`src/hdl/lflg_pkg.sv`:
```
// Shared constants, operation codes and control types of the lagged Fibonacci generator.
`default_nettype none

package lflg_pkg;

    localparam int LONG_LAG_DEFAULT  = 17;
    localparam int SHORT_LAG_DEFAULT = 5;

    localparam int OP_W   = 2;
    localparam int SLOT_W = 5;
    localparam int WORD_W = 64;
    localparam int HALF_W = WORD_W / 2;

    localparam logic [WORD_W-1:0] LCG_MUL = 64'hd134_2543_de82_ef95;
    localparam logic [WORD_W-1:0] LCG_INC = 64'd1;

    typedef enum logic [OP_W-1:0] {
        OP_GENERATE  = 2'd0,
        OP_LOAD_RING = 2'd1,
        OP_LOAD_LCG  = 2'd2
    } op_t;

    // Commands from the result stage to the LCG.
    typedef struct packed {
        logic step;
        logic load;
    } lcg_ctrl_t;

endpackage

`default_nettype wire

```
`src/hdl/lflg_ring.sv`:
```
// Lag ring memory with per-entry valid bits and write-to-read bypass.
`default_nettype none

module lflg_ring
    import lflg_pkg::*;
#(
    parameter int DEPTH = LONG_LAG_DEFAULT,
    parameter int AW    = $clog2(DEPTH)
)
(
    input  wire logic              clk,
    input  wire logic              rst_n,
    input  wire logic              rd_en,
    input  wire logic [AW-1:0]     rd_long_addr,
    input  wire logic [AW-1:0]     rd_short_addr,
    input  wire logic              wr_en,
    input  wire logic [AW-1:0]     wr_addr,
    input  wire logic [WORD_W-1:0] wr_data,
    output logic      [WORD_W-1:0] rd_long_data,
    output logic      [WORD_W-1:0] rd_short_data
);

    logic [WORD_W-1:0] mem_reg [DEPTH];
    logic [DEPTH-1:0]  vld_reg;
    logic [DEPTH-1:0]  vld_next;
    logic [WORD_W-1:0] rd_long_reg;
    logic [WORD_W-1:0] rd_short_reg;

    always_comb
    begin
        vld_next = vld_reg;
        if (wr_en)
        begin
            vld_next[wr_addr] = 1'b1;
        end
    end

    always_ff @(posedge clk or negedge rst_n)
    begin
        if (!rst_n)
        begin
            vld_reg <= '0;
        end
        else
        begin
            vld_reg <= vld_next;
        end
    end

    always_ff @(posedge clk)
    begin
        if (wr_en)
        begin
            mem_reg[wr_addr] <= wr_data;
        end
    end

    // A word written at the same edge is forwarded; entries never written read as zero.
    always_ff @(posedge clk)
    begin
        if (rd_en)
        begin
            if (wr_en && (wr_addr == rd_long_addr))
            begin
                rd_long_reg <= wr_data;
            end
            else
            begin
                rd_long_reg <= vld_reg[rd_long_addr] ? mem_reg[rd_long_addr] : '0;
            end
            if (wr_en && (wr_addr == rd_short_addr))
            begin
                rd_short_reg <= wr_data;
            end
            else
            begin
                rd_short_reg <= vld_reg[rd_short_addr] ? mem_reg[rd_short_addr] : '0;
            end
        end
    end

    assign rd_long_data  = rd_long_reg;
    assign rd_short_data = rd_short_reg;

    a_wr_addr_range: assert property (@(posedge clk) disable iff (!rst_n)
        wr_en |-> (int'(wr_addr) < DEPTH))
        else $error("ring write address beyond depth");

    a_rd_addr_range: assert property (@(posedge clk) disable iff (!rst_n)
        rd_en |-> (int'(rd_long_addr) < DEPTH) && (int'(rd_short_addr) < DEPTH))
        else $error("ring read address beyond depth");

    a_written_valid: assert property (@(posedge clk) disable iff (!rst_n)
        wr_en |=> vld_reg[$past(wr_addr)])
        else $error("written ring entry not marked valid");

endmodule

`default_nettype wire

```
`src/hdl/lflg_lcg.sv`:
```
// 64-bit linear congruential generator state and its one-step update.
`default_nettype none

module lflg_lcg
    import lflg_pkg::*;
(
    input  wire logic              clk,
    input  wire logic              rst_n,
    input  wire lcg_ctrl_t         ctrl,
    input  wire logic [WORD_W-1:0] load_value,
    output logic      [WORD_W-1:0] state_step
);

    logic [WORD_W-1:0]   state_reg;
    logic [WORD_W-1:0]   state_next;
    logic [WORD_W-1:0]   prod_low;
    logic [HALF_W-1:0]   prod_cross_a;
    logic [HALF_W-1:0]   prod_cross_b;
    logic [WORD_W-1:0]   prod_mod;

    // Product modulo 2^64 from three 32-bit partial products; the high-by-high
    // term falls entirely above bit 63.
    always_comb
    begin
        prod_low     = WORD_W'(state_reg[HALF_W-1:0]) * WORD_W'(LCG_MUL[HALF_W-1:0]);
        prod_cross_a = state_reg[WORD_W-1:HALF_W] * LCG_MUL[HALF_W-1:0];
        prod_cross_b = state_reg[HALF_W-1:0] * LCG_MUL[WORD_W-1:HALF_W];
        prod_mod     = prod_low + {prod_cross_a + prod_cross_b, {HALF_W{1'b0}}};
        state_step   = prod_mod + LCG_INC;
    end

    always_comb
    begin
        priority if (ctrl.load)
        begin
            state_next = load_value;
        end
        else if (ctrl.step)
        begin
            state_next = state_step;
        end
        else
        begin
            state_next = state_reg;
        end
    end

    always_ff @(posedge clk or negedge rst_n)
    begin
        if (!rst_n)
        begin
            state_reg <= '0;
        end
        else
        begin
            state_reg <= state_next;
        end
    end

    a_ctrl_exclusive: assert property (@(posedge clk) disable iff (!rst_n)
        !(ctrl.load && ctrl.step))
        else $error("LCG load and step in the same cycle");

    a_step_applied: assert property (@(posedge clk) disable iff (!rst_n)
        (ctrl.step && !ctrl.load) |=> (state_reg == $past(state_step)))
        else $error("LCG step not applied");

    a_hold: assert property (@(posedge clk) disable iff (!rst_n)
        (!ctrl.step && !ctrl.load) |=> $stable(state_reg))
        else $error("LCG state changed without a command");

endmodule

`default_nettype wire

```
`src/hdl/lagged_fibonacci_lcg_mix_generator.sv`:
```
// Top level: lagged Fibonacci generator (lags 17 and 5) whitened by a 64-bit LCG.
// A generate transaction accepted at one edge has its ring words registered and enters
// the result stage; its word is registered onto random_word when that stage commits.
// Throughput: one transaction per cycle unless the output stalls; the single result
// stage adds both ring words, steps the LCG and writes the ring back at the same edge.
// Reset: the ring reads as zero through per-entry valid bits (no clearing pass), the
// LCG state is zero and the pointers return to LONG_LAG and SHORT_LAG.
`default_nettype none

module lagged_fibonacci_lcg_mix_generator
    import lflg_pkg::*;
#(
    parameter int LONG_LAG  = LONG_LAG_DEFAULT,
    parameter int SHORT_LAG = SHORT_LAG_DEFAULT
)
(
    input  wire logic              clk,
    input  wire logic              rst_n,
    input  wire logic              in_valid,
    output logic                   in_stall,
    input  wire logic [OP_W-1:0]   op,
    input  wire logic [SLOT_W-1:0] slot,
    input  wire logic [WORD_W-1:0] load_value,
    output logic                   out_valid,
    input  wire logic              out_stall,
    output logic      [WORD_W-1:0] random_word
);

    localparam int AW = $clog2(LONG_LAG);
    localparam logic [AW-1:0] LONG_IDX_START  = AW'(LONG_LAG - 1);
    localparam logic [AW-1:0] SHORT_IDX_START = AW'(SHORT_LAG - 1);
    localparam logic [AW-1:0] LAST_IDX        = AW'(LONG_LAG - 1);

    // The pointers are kept as ring indexes, position minus one. They move when a
    // transaction is accepted, so the ring read for that transaction can be issued
    // at the acceptance edge.
    logic [AW-1:0] long_idx_reg;
    logic [AW-1:0] long_idx_next;
    logic [AW-1:0] short_idx_reg;
    logic [AW-1:0] short_idx_next;

    // Result stage: holds one accepted transaction until it commits.
    logic              b_vld_reg;
    logic              b_vld_next;
    op_t               b_op_reg;
    logic [SLOT_W-1:0] b_slot_reg;
    logic [WORD_W-1:0] b_value_reg;
    logic [AW-1:0]     b_long_idx_reg;

    logic              out_vld_reg;
    logic              out_vld_next;
    logic [WORD_W-1:0] word_reg;

    logic              in_accept;
    logic              b_gen;
    logic              b_adv;
    logic              b_slot_ok;
    logic [SLOT_W-1:0] b_slot_m1;
    logic [WORD_W-1:0] rd_long_data;
    logic [WORD_W-1:0] rd_short_data;
    logic [WORD_W-1:0] lag_sum;
    logic [WORD_W-1:0] lcg_step;
    logic              ring_wr_en;
    logic [AW-1:0]     ring_wr_addr;
    logic [WORD_W-1:0] ring_wr_data;
    lcg_ctrl_t         lcg_ctrl;

    // The result stage moves on when its transaction makes no word, or when the
    // output register is empty or being drained at the same edge.
    assign b_gen     = b_vld_reg && (b_op_reg == OP_GENERATE);
    assign b_adv     = b_vld_reg && (!b_gen || !out_vld_reg || !out_stall);
    assign in_stall  = b_vld_reg && !b_adv;
    assign in_accept = in_valid && !in_stall;

    // Pointer update at acceptance; the unused op code leaves them alone.
    always_comb
    begin
        long_idx_next  = long_idx_reg;
        short_idx_next = short_idx_reg;
        if (in_accept)
        begin
            unique case (op_t'(op))
                OP_GENERATE:
                begin
                    long_idx_next  = (long_idx_reg == '0) ? LAST_IDX : long_idx_reg - 1'b1;
                    short_idx_next = (short_idx_reg == '0) ? LAST_IDX : short_idx_reg - 1'b1;
                end
                OP_LOAD_RING, OP_LOAD_LCG:
                begin
                    long_idx_next  = LONG_IDX_START;
                    short_idx_next = SHORT_IDX_START;
                end
                default:
                begin
                    long_idx_next  = long_idx_reg;
                    short_idx_next = short_idx_reg;
                end
            endcase
        end
    end

    always_comb
    begin
        priority if (in_accept)
        begin
            b_vld_next = 1'b1;
        end
        else if (b_adv)
        begin
            b_vld_next = 1'b0;
        end
        else
        begin
            b_vld_next = b_vld_reg;
        end
    end

    always_ff @(posedge clk or negedge rst_n)
    begin
        if (!rst_n)
        begin
            long_idx_reg  <= LONG_IDX_START;
            short_idx_reg <= SHORT_IDX_START;
            b_vld_reg     <= 1'b0;
            out_vld_reg   <= 1'b0;
        end
        else
        begin
            long_idx_reg  <= long_idx_next;
            short_idx_reg <= short_idx_next;
            b_vld_reg     <= b_vld_next;
            out_vld_reg   <= out_vld_next;
        end
    end

    // The unused op code is carried as-is; the result stage ignores it.
    always_ff @(posedge clk)
    begin
        if (in_accept)
        begin
            b_op_reg       <= op_t'(op);
            b_slot_reg     <= slot;
            b_value_reg    <= load_value;
            b_long_idx_reg <= long_idx_reg;
        end
    end

    lflg_ring #(
        .DEPTH (LONG_LAG),
        .AW    (AW)
    ) u_ring (
        .clk           (clk),
        .rst_n         (rst_n),
        .rd_en         (in_accept),
        .rd_long_addr  (long_idx_reg),
        .rd_short_addr (short_idx_reg),
        .wr_en         (ring_wr_en),
        .wr_addr       (ring_wr_addr),
        .wr_data       (ring_wr_data),
        .rd_long_data  (rd_long_data),
        .rd_short_data (rd_short_data)
    );

    // A ring load outside 1..LONG_LAG writes nothing but still resets the pointers.
    assign b_slot_m1 = b_slot_reg - 1'b1;
    assign b_slot_ok = (b_slot_reg != '0) && (int'(b_slot_reg) <= LONG_LAG);
    assign lag_sum   = rd_long_data + rd_short_data;

    always_comb
    begin
        ring_wr_en   = 1'b0;
        ring_wr_addr = b_long_idx_reg;
        ring_wr_data = lag_sum;
        if (b_adv)
        begin
            if (b_gen)
            begin
                ring_wr_en = 1'b1;
            end
            else if ((b_op_reg == OP_LOAD_RING) && b_slot_ok)
            begin
                ring_wr_en   = 1'b1;
                ring_wr_addr = AW'(b_slot_m1);
                ring_wr_data = b_value_reg;
            end
        end
    end

    assign lcg_ctrl.step = b_adv && b_gen;
    assign lcg_ctrl.load = b_adv && (b_op_reg == OP_LOAD_LCG);

    lflg_lcg u_lcg (
        .clk        (clk),
        .rst_n      (rst_n),
        .ctrl       (lcg_ctrl),
        .load_value (b_value_reg),
        .state_step (lcg_step)
    );

    // Output register: the word is the lagged sum mixed with the new LCG state.
    always_comb
    begin
        priority if (b_adv && b_gen)
        begin
            out_vld_next = 1'b1;
        end
        else if (out_vld_reg && !out_stall)
        begin
            out_vld_next = 1'b0;
        end
        else
        begin
            out_vld_next = out_vld_reg;
        end
    end

    always_ff @(posedge clk)
    begin
        if (b_adv && b_gen)
        begin
            word_reg <= lag_sum ^ lcg_step;
        end
    end

    assign out_valid   = out_vld_reg;
    assign random_word = word_reg;

    a_stall_needs_item: assert property (@(posedge clk) disable iff (!rst_n)
        in_stall |-> (b_vld_reg && b_gen && out_vld_reg))
        else $error("input stalled without a blocked generate transaction");

    a_idx_range: assert property (@(posedge clk) disable iff (!rst_n)
        (int'(long_idx_reg) < LONG_LAG) && (int'(short_idx_reg) < LONG_LAG))
        else $error("pointer index beyond ring depth");

    a_lag_distance: assert property (@(posedge clk) disable iff (!rst_n)
        ((long_idx_reg >= short_idx_reg) &&
         (int'(long_idx_reg) - int'(short_idx_reg) == LONG_LAG - SHORT_LAG)) ||
        ((long_idx_reg < short_idx_reg) &&
         (int'(long_idx_reg) + LONG_LAG - int'(short_idx_reg) == LONG_LAG - SHORT_LAG)))
        else $error("long and short pointers lost their lag distance");

    a_gen_makes_word: assert property (@(posedge clk) disable iff (!rst_n)
        (b_adv && b_gen) |=> out_vld_reg)
        else $error("committed generate transaction produced no word");

endmodule

`default_nettype wire

```
`config.mk`:
```
export PLATFORM = sky130hd
export DESIGN_NAME = lagged_fibonacci_lcg_mix_generator
export DESIGN_NICKNAME = d
export VERILOG_FILES = /design/src/hdl/lflg_pkg.sv /design/src/hdl/lflg_ring.sv /design/src/hdl/lflg_lcg.sv /design/src/hdl/lagged_fibonacci_lcg_mix_generator.sv
export SDC_FILE = /design/constraint.sdc
export NUM_CORES = 2
export LEC_CHECK = 0
export BUFFER_PORTS_ARGS = -buffer_cell sky130_fd_sc_hd__buf_2
export CAP_MARGIN = 10
export CORE_MARGIN = 1.5
export CORE_UTILIZATION = 30
export DETAILED_ROUTE_END_ITERATION = 12
export GPL_TIMING_DRIVEN = 0
export SYNTH_ARGS = -nofsm -noshare
export SYNTH_HDL_FRONTEND = slang
export SYNTH_SLANG_ARGS = --single-unit
export TNS_END_PERCENT = 30
```
`constraint.sdc`:
```
create_clock -name clk -period 13 [get_ports clk]
set_clock_uncertainty 0.1 [all_clocks]
set_input_delay 2.6 -clock clk [delete_from_list [all_inputs] [get_ports clk]]
set_output_delay 2.6 -clock clk [all_outputs]
set_load 0.05 [all_outputs]
```
# After elaboration in Yosys (flattened, before gate mapping)
# Memories as Yosys holds them, arrays and structs flattened.
# Index checks and enable logic that the tools add are counted.
# word_totals
register_bits	361
mem_bits_rw	1088
input_bits	75
out_inout_bits	66
n_memories	1
# classes
add_sub_neg	7
mul	3
order_cmp	5
eq_ne	6
mux	31
n_bitwise	2
reduce_logical	30
# mem_list
memory	depth	width	rd	rd_ports_with_merged_regs	wr	line_no	text
u_ring.mem_reg	17	64	2	0	1	lflg_ring.sv:23	logic [WORD_W-1:0] mem_reg [DEPTH];
# op_table
op	count
$mux W64	9
$add A64 B64 Y64	2
$add A64 B1 Y64 const B	1
$mul A32 B31 Y32 const B	2
$mul A32 B32 Y64 const B	1
$xor A64 B64 Y64	1
$add A32 B32 Y32	1
$mux W5	5
$pmux W5 S2	2
$lt A5 B6 Y1 const B	3
$or A17 B17 Y17	1
$sub A5 B1 Y5 const B	3
$logic_and A1 B1 Y1	12
$mux W1	12
$bmux W1 S5	2
$eq A5 B5 Y1	2
$logic_not A5 Y1	2
$reduce_bool A2 Y1	4
$demux W1 S5	1
$ge A5 B1 Y1 const B	1
$le A5 B5 Y1 const B	1
$logic_not A1 Y1	5
$reduce_bool A5 Y1	1
$eq A2 B1 Y1 const B	2
other kinds (5)	8

# Logic depth before layout (Yosys ltp)
# depth
ltp_word	12
ltp_mapped	42
depth_no_buf	41

# Modules after synthesis
# From an unflattened synthesis, not the netlist that was laid out.
# hier_totals
hier_cells	7755
hier_area_um2	104066.1
# modules_own_cells
mod	n_inst	cells_each	area_each_um2
lflg_ring	1	2944	55783.5
lflg_lcg	1	3755	37878.8
lagged_fibonacci_lcg_mix_generator	1	1056	10403.7

# Worst setup path before layout
# OpenSTA, ideal clock, no wires.
# synth_timing
path_kind	in2reg
startpoint	in out_stall
endpoint	reg short_idx_reg[3]
arrival_ps	14146
required_ps	12817
setup_slack_ps	-1328
cell_stages	8
path_buffers	0
cell_sequence	nand2_1 nor2_1 nor2b_1 nand2b_1 or3_1 nor2_1 o21ai_0 o21ai_0
# synth_via
elab_chain_cells	8
# synth_rtl
item	line_no	text
start: declaration	lagged_fibonacci_lcg_mix_generator.sv:25	input wire logic out_stall,
$logic_not A1 Y1	lagged_fibonacci_lcg_mix_generator.sv:71	assign b_adv = b_vld_reg && (!b_gen || !out_vld_reg || !out_stall);
$logic_or A1 B1 Y1	lagged_fibonacci_lcg_mix_generator.sv:71	
$logic_and A1 B1 Y1	lagged_fibonacci_lcg_mix_generator.sv:71	
$logic_not A1 Y1	lagged_fibonacci_lcg_mix_generator.sv:72	assign in_stall = b_vld_reg && !b_adv;
$logic_and A1 B1 Y1	lagged_fibonacci_lcg_mix_generator.sv:72	
named net in_stall	lagged_fibonacci_lcg_mix_generator.sv:20	output logic in_stall,
$logic_not A1 Y1	lagged_fibonacci_lcg_mix_generator.sv:73	assign in_accept = in_valid && !in_stall;
$logic_and A1 B1 Y1	lagged_fibonacci_lcg_mix_generator.sv:73	
$reduce_and A2 Y1 (no line)	--	
end signal: assignment	lagged_fibonacci_lcg_mix_generator.sv:130	short_idx_reg <= short_idx_next;
end: declaration	lagged_fibonacci_lcg_mix_generator.sv:39	logic [AW-1:0] short_idx_reg;
# The timed path passes the listed nets, and every way through them passes these cells.
# A chain may end at the register's enable or synchronous reset.

# Worst setup path after layout
# layout_timing
startpoint	reg u_lcg.state_reg[38]
endpoint	reg word_reg[61] (netlist: random_word[61]) (data pin)
# layout_via
elab_chain_cells	5
# layout_rtl
item	line_no	text
start: declaration	lflg_lcg.sv:14	logic [WORD_W-1:0] state_reg;
start signal: assignment	lflg_lcg.sv:56	state_reg <= state_next;
$mul A32 B31 Y32	lflg_lcg.sv:26	prod_cross_a = state_reg[WORD_W-1:HALF_W] * LCG_MUL[HALF_W-1:0];
$add A32 B32 Y32	lflg_lcg.sv:28	prod_mod = prod_low + {prod_cross_a + prod_cross_b, {HALF_W{1'b0}}};
$add A64 B64 Y64	lflg_lcg.sv:28	
$add A64 B1 Y64	lflg_lcg.sv:29	state_step = prod_mod + LCG_INC;
$xor A64 B64 Y64	lagged_fibonacci_lcg_mix_generator.sv:221	word_reg <= lag_sum ^ lcg_step;
end signal: assignment	lagged_fibonacci_lcg_mix_generator.sv:221	
end: declaration	lagged_fibonacci_lcg_mix_generator.sv:52	logic [WORD_W-1:0] word_reg;
# Every way passes these cells.

==> metrics.csv <==
stage,metric,value,unit
min_path,min_path_type,reg2reg,
setup_path,end_kind,flip-flop,
timing,setup_violations,0,
clock_tree,numCtsBuffers,150,
global_routing,antenna_found_initial,31,
timing,period_share,97.7,%
finish,syn_to_final_growth,13.0,%
finish,drive_gt1_share,16.6,%
floorplanning,core_area,342000,um2
clock_tree,cts.sinks,1449,
floorplanning,initial_core_util,30.1,%
synthesis,ys_ff_latch,1449,
run_status,outcome,finished clean,
job,drv_cap,0,
synthesis,synth_area_leaders,"edfxtp_1, fa_1, mux4_2",
finish,nNetsFinal,9302,
global_routing,overflow,0,
place,placed_area,111000,um2
global_routing,grt_max_degree,50,
clock_tree,cts_buffer_depth,4,
synthesis,synth_edf_count,1356,
finish,fin_area,116000,um2
floorplanning,chipWidth,589,um
synthesis,yosysTopAreaCell,edfxtp_1,
timing,drv_slew,0,
synthesis,synth_fp_nets,8915,
synthesis,seq_area_frac_synth,41.8,%
place,io_buffers,140,
setup_path,path_class,reg2reg,
global_routing,grt_pass1_vias,68749,
global_routing,track_usage,21.3,%
clock_tree,cts_root_buffer,clkbuf_16,
setup_path,worstSetupStartpointType,flip-flop,
clock_tree,htree_levels,4,
timing,fmax,78.7,MHz
setup_path,required,13.41,ns
synthesis,synth_ff_type,edfxtp_1,
synthesis,ys_async_sr_fraction,6.42,%
setup_path,slowest_stage,fa_1,
clock_tree,clkTransAtPathRegs,0.07,ns
clock_tree,holdBufCountCts,0,
route,drt-pass1-iter-count,6,
place,routabilityCongestion,0.946,
route,drc,0,
timing,slew_headroom,11.3,%
timing,grt_setup_unrepaired,false,
route,drt_iter0_drc,7215,
timing,tightest_slew,1.33,ns
floorplanning,die_h,589,um
finish,final_common_cell,edfxtp_1,
finish,largest_register_ffs,1088,
clock_tree,cts_tree,built,
synthesis,syn_avg_cell_area,14.3,um2
timing,holdWs,0.364,ns
route,vias,65287,
synthesis,synth_top_area_share,39.5,%
route,finalWirelength,372,mm
setup_path,crit_arrival,13.11,ns
synthesis,yosysWarnings,0,
synthesis,syn_area,103000,um2
timing,finalWorstSetupSlack,0.297,ns
route,routedWlPerCell,30.3,um
place,dp_hpwl,301,mm
route,ant_nets,0,
setup_path,path_common_cell,fa_1,
synthesis,synthCells,7215,
finish,most-common-layout-cells,"edfxtp_1, inv_1, fa_1",
setup_path,critPathMaxFanout,8,
setup_path,max_stage_delay,0.58,ns
synthesis,synth_cell_types,91,
timing,hold_viol,0,
global_routing,grt_pass1_wl,520,mm
timing,finalCriticalPeriod,12.70,ns
route,via_per_inst,5.32,
clock_tree,postCtsSetupRepairBufs,0,
clock_tree,clk-insertion-delay-late,0.82,ns
floorplanning,dieArea,347000,um2
floorplanning,rows,215,
floorplanning,ioPinCount,141,
place,dpl_worst_slack,-0.186,ns
-- path summary, 6_finish.rpt --
check / startpoint / to / slack, ns / cells past startpoint
worst max register to register: u_lcg.state_reg[38] / random_word[61] / 0.30 / 40
min in group asynchronous: rst_n / long_idx_reg[0] / 1.57 / 1
worst max-delay path: u_lcg.state_reg[38] / random_word[61] / 0.30 / 40
worst min register to register: long_idx_reg[2] / b_long_idx_reg[2] / 0.36 / 0
max in group asynchronous: rst_n / u_lcg.state_reg[41] / 10.35 / 3
worst min-delay path: long_idx_reg[2] / b_long_idx_reg[2] / 0.36 / 0
-- layer usage --
| layer | share of wire, % | track usage [%] |
|---|---|---|
| met2 | 49 | 36.0 |
| met5 | 0.040 | 0 |
| met1 | 36 | 25.1 |
| met3 | 8.7 | 4.37 |
| met4 | 6.7 | 12.1 |
-- cell usage after synthesis (36+ instances only) --
library cell and number:
edfxtp_1 1356, inv_1 1322, fa_1 858, ha_1 767, mux4_2 650, nand2_1 244, xnor2_1 184, o21ai_0 175
a21oi_1 174, clkbuf_1 172, mux2i_1 147, nor2_1 123, xor2_1 98, dfrtp_1 91, a21o_1 90, or3_1 71
buf_2 66, o31ai_1 62, nor3_1 60, nand3_1 41, buf_1 38, o21bai_1 36
-- area by class of cell --
class                   count  area, um2
plain buffers             277       1130
diodes                     10       25.0
fillers                 32967     226000
inverters                1323       4970
repair buffers            235       2560
flip-flops and latches   1449      43100
multi-input cells        4166      54100
well taps                4557       5700
clock inverters            83        975
clock buffers             173       3860
-- logic make-up (layout without fill, tap and decap cells) --
group                    count (synthesis)  after routing  share of synthesized area [%]
flip-flops                            1449           1449                           41.8
other                                    0             10                              0
buffers and inverters                 1600           2091                           5.91
AO/OA/AOI/OAI                          783            783                           5.03
AND/OR/NAND/NOR                        660            660                           3.05
adder cells (fa/ha/maj)               1625           1625                           26.0
XOR/XNOR                               284            284                           2.43
multiplexers                           814            814                           15.8
-- through the flow --
step | std cells | TNS, ns | util, %
after global routing | 12265 | 0 | 34.0
final | 12273 | 0 | 34.0
after detailed placement | 12001 | -0.348 | 32.5
after CTS | 12257 | 0 | 34.0
after floorplan | 7215 | 0 | -
after global placement | 11912 | -51.33 | 32.0
-- critical path: cells and delay by family, from the launching register on --
family          cells  cell delay, ns
compound gates      6            1.58
xor+xnor            3            1.25
fa+ha+maj          14            6.11
buf+inv             9            1.09
flops               1            0.57
simple gates        8            1.69
-- timing repair --
item | CTS | global route
setup endpoints to repair | 3 | 4
pin swaps | 0 | 0
resized for setup | 9 | 10
Power is not shown: default switching activity piles up to over one toggle a cycle in this logic, so the estimate is an artifact.
